$ cat src/hdl/stvg_pkg.sv
// shared widths, codes, constant tables and types of the sphere tile vertex generator
// no dependencies; every other file imports this package
package stvg_pkg;

   localparam int CNT_W      = 8;
   localparam int SLICE_W    = 9;
   localparam int STACK_W    = 8;
   localparam int NUM_W      = 10;
   localparam int DEN_W      = 9;
   localparam int FOUR_W     = NUM_W + 2;
   localparam int VAL_W      = 16;
   localparam int CSR_ADDR_W = 8;
   localparam int CSR_DATA_W = 8;

   localparam logic [CSR_ADDR_W-1:0] CSR_STACK_COUNT      = CSR_ADDR_W'(0);
   localparam logic [CSR_ADDR_W-1:0] CSR_HALF_SLICE_COUNT = CSR_ADDR_W'(1);
   localparam logic [CNT_W-1:0]      STACK_COUNT_RST      = CNT_W'(1);
   localparam logic [CNT_W-1:0]      HALF_SLICE_COUNT_RST = CNT_W'(3);

   localparam int DEF_MAX_STACKS      = 255;
   localparam int DEF_MAX_HALF_SLICES = 255;
   localparam int DEF_FRAC_BITS       = 15;

   // Q30 trig arithmetic
   localparam int Q_BITS  = 30;
   localparam int A_W     = 31;
   localparam int A2_W    = 32;
   localparam int T_W     = 31;
   localparam int X_W     = 32;
   localparam int RECIP_W = 32;
   localparam int TRIG_W  = 32;
   localparam logic [T_W-1:0] Q_ONE       = T_W'(1) << Q_BITS;
   localparam logic [A_W-1:0] HALF_PI_Q30 = 31'h6487ED51;

   // long divider r*HP/den, four quotient bits per stage
   localparam int DIV_BITS   = DEN_W + A_W;
   localparam int DIV_STEP   = 4;
   localparam int DIV_STAGES = DIV_BITS / DIV_STEP;

   localparam int HORNER_TERMS = 6;
   localparam int HORNER_LAT   = 3 * HORNER_TERMS;
   localparam int ANGLE_LAT    = 2 + DIV_STAGES + 1 + HORNER_LAT + 2;

   localparam logic [7:0] SIN_DIV [HORNER_TERMS] = '{8'd6, 8'd20, 8'd42, 8'd72, 8'd110, 8'd156};
   localparam logic [7:0] COS_DIV [HORNER_TERMS] = '{8'd2, 8'd12, 8'd30, 8'd56, 8'd90, 8'd132};
   localparam logic [RECIP_W-1:0] SIN_RECIP [HORNER_TERMS] = '{
      32'((64'd1 << 32) / 64'd6),   32'((64'd1 << 32) / 64'd20),
      32'((64'd1 << 32) / 64'd42),  32'((64'd1 << 32) / 64'd72),
      32'((64'd1 << 32) / 64'd110), 32'((64'd1 << 32) / 64'd156)};
   localparam logic [RECIP_W-1:0] COS_RECIP [HORNER_TERMS] = '{
      32'((64'd1 << 32) / 64'd2),   32'((64'd1 << 32) / 64'd12),
      32'((64'd1 << 32) / 64'd30),  32'((64'd1 << 32) / 64'd56),
      32'((64'd1 << 32) / 64'd90),  32'((64'd1 << 32) / 64'd132)};

   typedef enum logic [1:0] {
      CORNER_TL = 2'd0,
      CORNER_TR = 2'd1,
      CORNER_BL = 2'd2,
      CORNER_BR = 2'd3
   } corner_type;

   localparam int VTX_PER_TILE = 6;
   localparam int VTX_IDX_W    = 3;
   localparam logic [VTX_IDX_W-1:0] LAST_VTX = VTX_IDX_W'(VTX_PER_TILE - 1);
   localparam corner_type CORNER_SEQ [VTX_PER_TILE] = '{
      CORNER_TL, CORNER_BL, CORNER_BR, CORNER_TL, CORNER_BR, CORNER_TR};

   typedef struct packed {
      corner_type corner;
      logic       last_vertex;
      logic       index_error;
   } vtx_tag_type;

   typedef struct packed {
      logic [NUM_W-1:0] num;
      logic [DEN_W-1:0] den;
   } angle_type;

   typedef struct packed {
      logic        valid;
      vtx_tag_type tag;
      angle_type   theta;
      angle_type   phi;
   } vtx_job_type;

   typedef struct packed {
      logic [A_W-1:0]  a;
      logic [A2_W-1:0] a2;
      logic [1:0]      quad;
   } horner_carry_type;

endpackage

$ cat src/hdl/stvg_req_if.sv
// tile request channel: slice and stack index of one tile
// depends on stvg_pkg
interface stvg_req_if import stvg_pkg::*; ();
   logic               valid;
   logic               ready;
   logic [SLICE_W-1:0] slice_index;
   logic [STACK_W-1:0] stack_index;

   modport source (output valid, output slice_index, output stack_index, input ready);
   modport sink (input valid, input slice_index, input stack_index, output ready);
endinterface

$ cat src/hdl/stvg_seq.sv
// tile sequencer: holds one request and issues its six vertex jobs, one per cycle while en is high
// depends on stvg_pkg and stvg_req_if
module stvg_seq import stvg_pkg::*; (
   input  logic              clock,
   input  logic              reset,
   input  logic              en,
   input  logic [CNT_W-1:0]  stack_cnt,
   input  logic [CNT_W-1:0]  half_cnt,
   stvg_req_if.sink          req_chan,
   output vtx_job_type       job
);

   logic                 busy_ff, busy_in;
   logic [VTX_IDX_W-1:0] vtx_ff, vtx_in;
   logic [SLICE_W-1:0]   slice_ff;
   logic [STACK_W-1:0]   stack_ff;
   logic                 err_ff;
   logic [DEN_W-1:0]     den_theta_ff;
   logic [DEN_W-1:0]     den_phi_ff;
   logic                 take;
   corner_type           corner;

   assign req_chan.ready = en & (~busy_ff | (vtx_ff == LAST_VTX));
   assign take = req_chan.valid & req_chan.ready;

   always_comb begin
      busy_in = busy_ff;
      vtx_in = vtx_ff;
      if (en && busy_ff) begin
         if (vtx_ff == LAST_VTX) begin
            busy_in = 1'b0;
         end else begin
            vtx_in = vtx_ff + VTX_IDX_W'(1);
         end
      end
      if (take) begin
         busy_in = 1'b1;
         vtx_in = '0;
      end
   end

   always_ff @(posedge clock) begin
      if (reset) begin
         busy_ff <= 1'b0;
         vtx_ff <= '0;
      end else begin
         busy_ff <= busy_in;
         vtx_ff <= vtx_in;
      end
   end

   // a zero count makes every index out of range
   always_ff @(posedge clock) begin
      if (take) begin
         slice_ff <= req_chan.slice_index;
         stack_ff <= req_chan.stack_index;
         err_ff <= (req_chan.stack_index >= stack_cnt) |
                   (req_chan.slice_index >= {half_cnt, 1'b0});
         den_theta_ff <= {half_cnt, 1'b0};
         den_phi_ff <= {stack_cnt, 1'b0};
      end
   end

   assign corner = CORNER_SEQ[vtx_ff];

   always_comb begin
      job.valid = busy_ff;
      job.tag.corner = corner;
      job.tag.last_vertex = (vtx_ff == LAST_VTX);
      job.tag.index_error = err_ff;
      job.theta.num = NUM_W'(slice_ff) + NUM_W'(corner[0]);
      job.theta.den = den_theta_ff;
      job.phi.num = NUM_W'(stack_ff) + NUM_W'(corner[1]);
      job.phi.den = den_phi_ff;
   end

endmodule

$ cat src/flat_wrapper.sv
// flat-port wrapper written by rule: the top's interface ports become plain ports
module stvg_seq_flat import stvg_pkg::*;
  (clock, reset, en, stack_cnt, half_cnt, job, req_chan_valid, req_chan_slice_index, req_chan_stack_index, req_chan_ready);
  stvg_req_if req_chan_i ();
  input  logic clock;
  input  logic reset;
  input  logic en;
  input  logic [CNT_W-1:0] stack_cnt;
  input  logic [CNT_W-1:0] half_cnt;
  output vtx_job_type job;
  input wire logic [$bits(req_chan_i.valid)-1:0] req_chan_valid;
  input wire logic [$bits(req_chan_i.slice_index)-1:0] req_chan_slice_index;
  input wire logic [$bits(req_chan_i.stack_index)-1:0] req_chan_stack_index;
  output wire logic [$bits(req_chan_i.ready)-1:0] req_chan_ready;
  assign req_chan_i.valid = req_chan_valid;
  assign req_chan_i.slice_index = req_chan_slice_index;
  assign req_chan_i.stack_index = req_chan_stack_index;
  assign req_chan_ready = req_chan_i.ready;
  stvg_seq u_core (.clock(clock), .reset(reset), .en(en), .stack_cnt(stack_cnt), .half_cnt(half_cnt), .req_chan(req_chan_i), .job(job));
endmodule
$ cat config.mk
export PLATFORM = sky130hd
export DESIGN_NAME = stvg_seq_flat
export DESIGN_NICKNAME = d
export VERILOG_FILES = /design/src/hdl/stvg_pkg.sv /design/src/hdl/stvg_req_if.sv /design/src/hdl/stvg_seq.sv /design/src/flat_wrapper.sv
export SDC_FILE = /design/constraint.sdc
export NUM_CORES = 1
export LEC_CHECK = 0
export BUFFER_PORTS_ARGS = -buffer_cell sky130_fd_sc_hd__buf_2
export CORE_MARGIN = 2
export CORE_UTILIZATION = 30
export DETAILED_ROUTE_END_ITERATION = 8
export HOLD_SLACK_MARGIN = 0.03
export MAX_ROUTING_LAYER = met4
export PLACE_DENSITY = 0.64
export SETUP_SLACK_MARGIN = 0.5
export SLEW_MARGIN = 20
export SYNTH_ARGS = -nofsm -noshare
export SYNTH_HDL_FRONTEND = slang
export SYNTH_SLANG_ARGS = --single-unit
$ cat constraint.sdc
create_clock -name clock -period 7.25 [get_ports clock]
set_input_delay 0.3625 -clock clock [delete_from_list [all_inputs] [get_ports clock]]
set_output_delay 0.3625 -clock clock [all_outputs]
set_load 0.05 [all_outputs]
After elaboration in Yosys (flattened, before gate mapping)
Memory sizes are Yosys's and may differ from the RTL's.
Index checks and enable logic that the tools add are counted.
Operators by class
  $add $sub $neg: 3
  order comparisons: 3
  equal/unequal tests: 1
  muxes and demuxes: 5
  bitwise operators: 7
  reduce and logical (&&, ||, !) cells: 6
Operator list (count)
  $add A9 B1 Y10: 1
  $add A8 B1 Y9: 1
  $ge A9 B9 Y1: 1
  $ge A8 B8 Y1: 1
  $ge A4 B4 Y1 const B: 1
  $mux W2: 2
  $not A3 Y4: 1
  $reduce_and A2 Y1: 2
  $reduce_bool A2 Y1: 2
  $add A3 B1 Y3 const B: 1
  $eq A3 B3 Y1 const B: 1
  $mux W1: 3
  $and A1 B1 Y1: 2
  $not A1 Y1: 2
  $or A1 B1 Y1: 2
  $reduce_or A2 Y1: 1
  $logic_and A1 B1 Y1: 1
Word-level totals
  bits in registers: 38
  bits in read-only memories: 16
  input bits: 37
  output and inout bits: 44
  logic and storage cells: 33
  memories kept: 1
Memory list
  (no name shown): words 8, width 2, read ports 1, clocked after Yosys merged registers in 0, write ports 0, RTL line stvg_seq.sv:64  | assign corner = CORNER_SEQ[vtx_ff];

Longest topological paths before layout
  depth in word-level cells: 6
  depth in mapped cells: 8
  mapped depth without buffers: 8

Least setup slack after synthesis
Ideal clock, no wire load.
  path kind: reg-to-output
  from: register u_core.vtx_ff[0]
  to: output port job[15] (netlist bit)
  arrival: 3.105 ns
  required time: 6.888 ns
  path slack: 3.783 ns
  cell stages (with the launch flop): 9
  path buffers: 0
  cell sequence: dfxtp_1 > inv_1 > ha_1 > mux2i_1 > ha_1 > ha_1 > nand3_1 > nor2_1 > xor2_1
RTL lines
  start, declared: RTL line stvg_seq.sv:14  | logic [VTX_IDX_W-1:0] vtx_ff, vtx_in;
  start signal, assigned: RTL line stvg_seq.sv:48  | vtx_ff <= vtx_in;
  end, declared: RTL line flat_wrapper.sv:10  | output vtx_job_type job;

==> out/metrics.cfg <==
[routing]
post_drt_wl_per_cell_um=12.9
dr.first_iter.drc_count=59
antenna_left=0
remaining_drc_errors=0
routed_via_density=4.51
vias=1431
first_pass_iters=4
wirelength_mm=4.10

[global_route]
grt.busiest_layer=met2
grtUsageMet3=0.0292
grt.met2_usage=0.195
gr-total-overflow=0
grt_max_degree=35
grt_pass1_vias=1447
grt_usage=0.124
antenna_found_initial=0
grtUsageMet1=0.153
grt_pass1_wl_mm=6.78

[floorplan]
start_util=0.310
die_y_um=85.0
core-area_um2=6350
rows=29
ios=81
dieArea_um2=7220
die_w_um=85.0

[setup_path]
path_max_fanout=5
critPathTopFamily=adder cells
worst_ep_arrival_time_ps=2450
start_kind=flop
slowest_stage=dfxtp_1
cp.buffers_inverters=2
worst_path_largest_cell_delay_ps=410
r2r_slack_ps=5330
path_class=reg -> out
crit_top_cell=ha_1
path_cells=inv_1, ha_1, mux2i_1, ha_1, ha_1, nand3_1, nor2_1, xor2_1, buf_2
cp-end-kind=output pin
cp.required_ps=6890

[cts]
root_buffer=clkbuf_8
cts_made_buffers=5
clk-insertion-delay-late_ps=280
cts_htree_levels=2
post_cts_buffers=0
clock_path_buffers=2
cts.clk_slew.worst_paths_ps=80
cts_hold_buf=0
cts-resized-gates=0
cts_tree=built
cts.sinks=38

[yosys]
synth.yosys.warnings=0
netlist_area_um2=1970
yosys.area.top_type_share=0.519
async_flop_share=0
syn_inst=158
synth_cell_types=34
ys_seq_area_frac=0.560
synth_area_leaders=edfxtp_1 (52%), ha_1 (15%), xnor2_1 (4.5%)
ys_ff_latch=38
yosys.area.top_type=edfxtp_1
synth-main-ff-cell=edfxtp_1
synth_enable_flop_cells=34
avgSynthCellArea_um2=12.4

[final_layout]
areaGrowthSynthToFinish_pct=30.1
design_area_um2=2560
drive_gt1_frac=0.379
nets=299
mostFrequentLayoutCells=buf_2 (77), edfxtp_1 (34), ha_1 (23)
diodes=0
final_common_cell=buf_2

[sta]
hold_violations=0
fin_setup_tns_ps=0
finalSetupViolCount=0
period_minus_slack_ps=2810
slew_violations=0
slew_headroom=0.348
tightest_slew_ps=976
clock.fmax_mhz=355
clock-skew-final_ps=7.29
rsz0062_at_grt=no
finalCritPeriodShare=0.388

[pwr]
powerDensity_nw_per_um2=217
power_leakage_nw=1.16
ir_drop_uv=126

[min_path]
hp-class=in -> reg

[job]
max_cap_violations=0

[run_status]
status=completed

[placement]
placed_cell_area_um2=2430
port_buffers=77
place_hpwl_mm=3.40
gp_congestion=0.779

## report_power, final
part | internal [mW] | leakage, nW | switching, mW | total (mW)
combinational | 0.0266 | 0.744 | 0.0645 | 0.0911
sequential | 0.250 | 0.349 | 0.00490 | 0.254
clock | 0.136 | 0.0658 | 0.0735 | 0.210
## registers in the layout, indices dropped and copies added, names as in the netlist
| name | flops |
|---|---|
| u_core.den_theta_ff | 8 |
| u_core.stack_ff | 8 |
| u_core.vtx_ff | 3 |
| u_core.busy_ff | 1 |
| u_core.slice_ff | 9 |
| u_core.den_phi_ff | 8 |
| u_core.err_ff | 1 |
## synth_stat cells (2+ instances only)
cell type / number
dfxtp_1: 4
buf_4: 5
nand2_1: 9
nor2b_1: 2
xor2_1: 3
nand3_2: 2
o21ai_0: 3
a211oi_1: 2
nand3_1: 8
nor2_1: 8
mux2i_1: 2
a21oi_1: 3
and3_1: 2
ha_1: 23
xnor2_1: 10
nand4_1: 3
inv_1: 19
edfxtp_1: 34
## worst register-to-register path, delay by kind of cell, from the launching register on
kind	cells	cell delay (ps)
AO/OA/AOI/OAI	1	120
adder cells (fa/ha/maj)	1	210
flip-flops	1	410
AND/OR/NAND/NOR	1	790
## final timing paths
check                                     start                               end  depth (start not counted)
hold / removal                     stack_cnt[6]    u_core.den_phi_ff[7]$_DFFE_PP_                          1
setup reg to reg  u_core.vtx_ff[0]$_SDFFE_PP0P_  u_core.den_theta_ff[1]$_DFFE_PP_                          3
setup / recovery  u_core.vtx_ff[0]$_SDFFE_PP0P_                           job[15]                          9
hold reg to reg     u_core.busy_ff$_SDFFE_PP0P_       u_core.busy_ff$_SDFFE_PP0P_                          2
## area by class of cell
cell class / instances / area [µm²]
clock buffers: 5 / 68.8
multi-input cells: 98 / 772
repair buffers: 77 / 385
fillers: 616 / 3790
well taps: 77 / 96.3
inverters: 19 / 71.3
clock inverters: 3 / 63.8
flip-flops and latches: 38 / 1100
## through the flow
stage,hold WS [ps],power (mW),std cells,util,setup WS [ps]
6_report,263,0.555,317,0.403,4440
5_1_grt,249,0.579,317,0.403,4240
4_1_cts,251,0.563,317,0.403,4430
3_5_place_dp,474,0.352,309,0.382,4750
3_3_place_gp,468,0.350,309,0.382,4870
2_1_floorplan,432,0.325,160,-,3780
## cells by family after synthesis
| logic type | share of synthesized area |
|---|---|
| compound gates | 0.0643 |
| xor+xnor | 0.0579 |
| fa+ha+maj | 0.146 |
| buf+inv | 0.0553 |
| flops | 0.560 |
| mux | 0.0102 |
| other cells | 0.00191 |
| simple gates | 0.104 |
## metal layers
metal / vias to the layer above / wire, µm
li1: 722 / -
met5: - / 0
met4: 0 / 63
met2: 43 / 2030
met3: 4 / 175
met1: 662 / 1830
No activity file was read; power rests on OpenSTA's default activity.
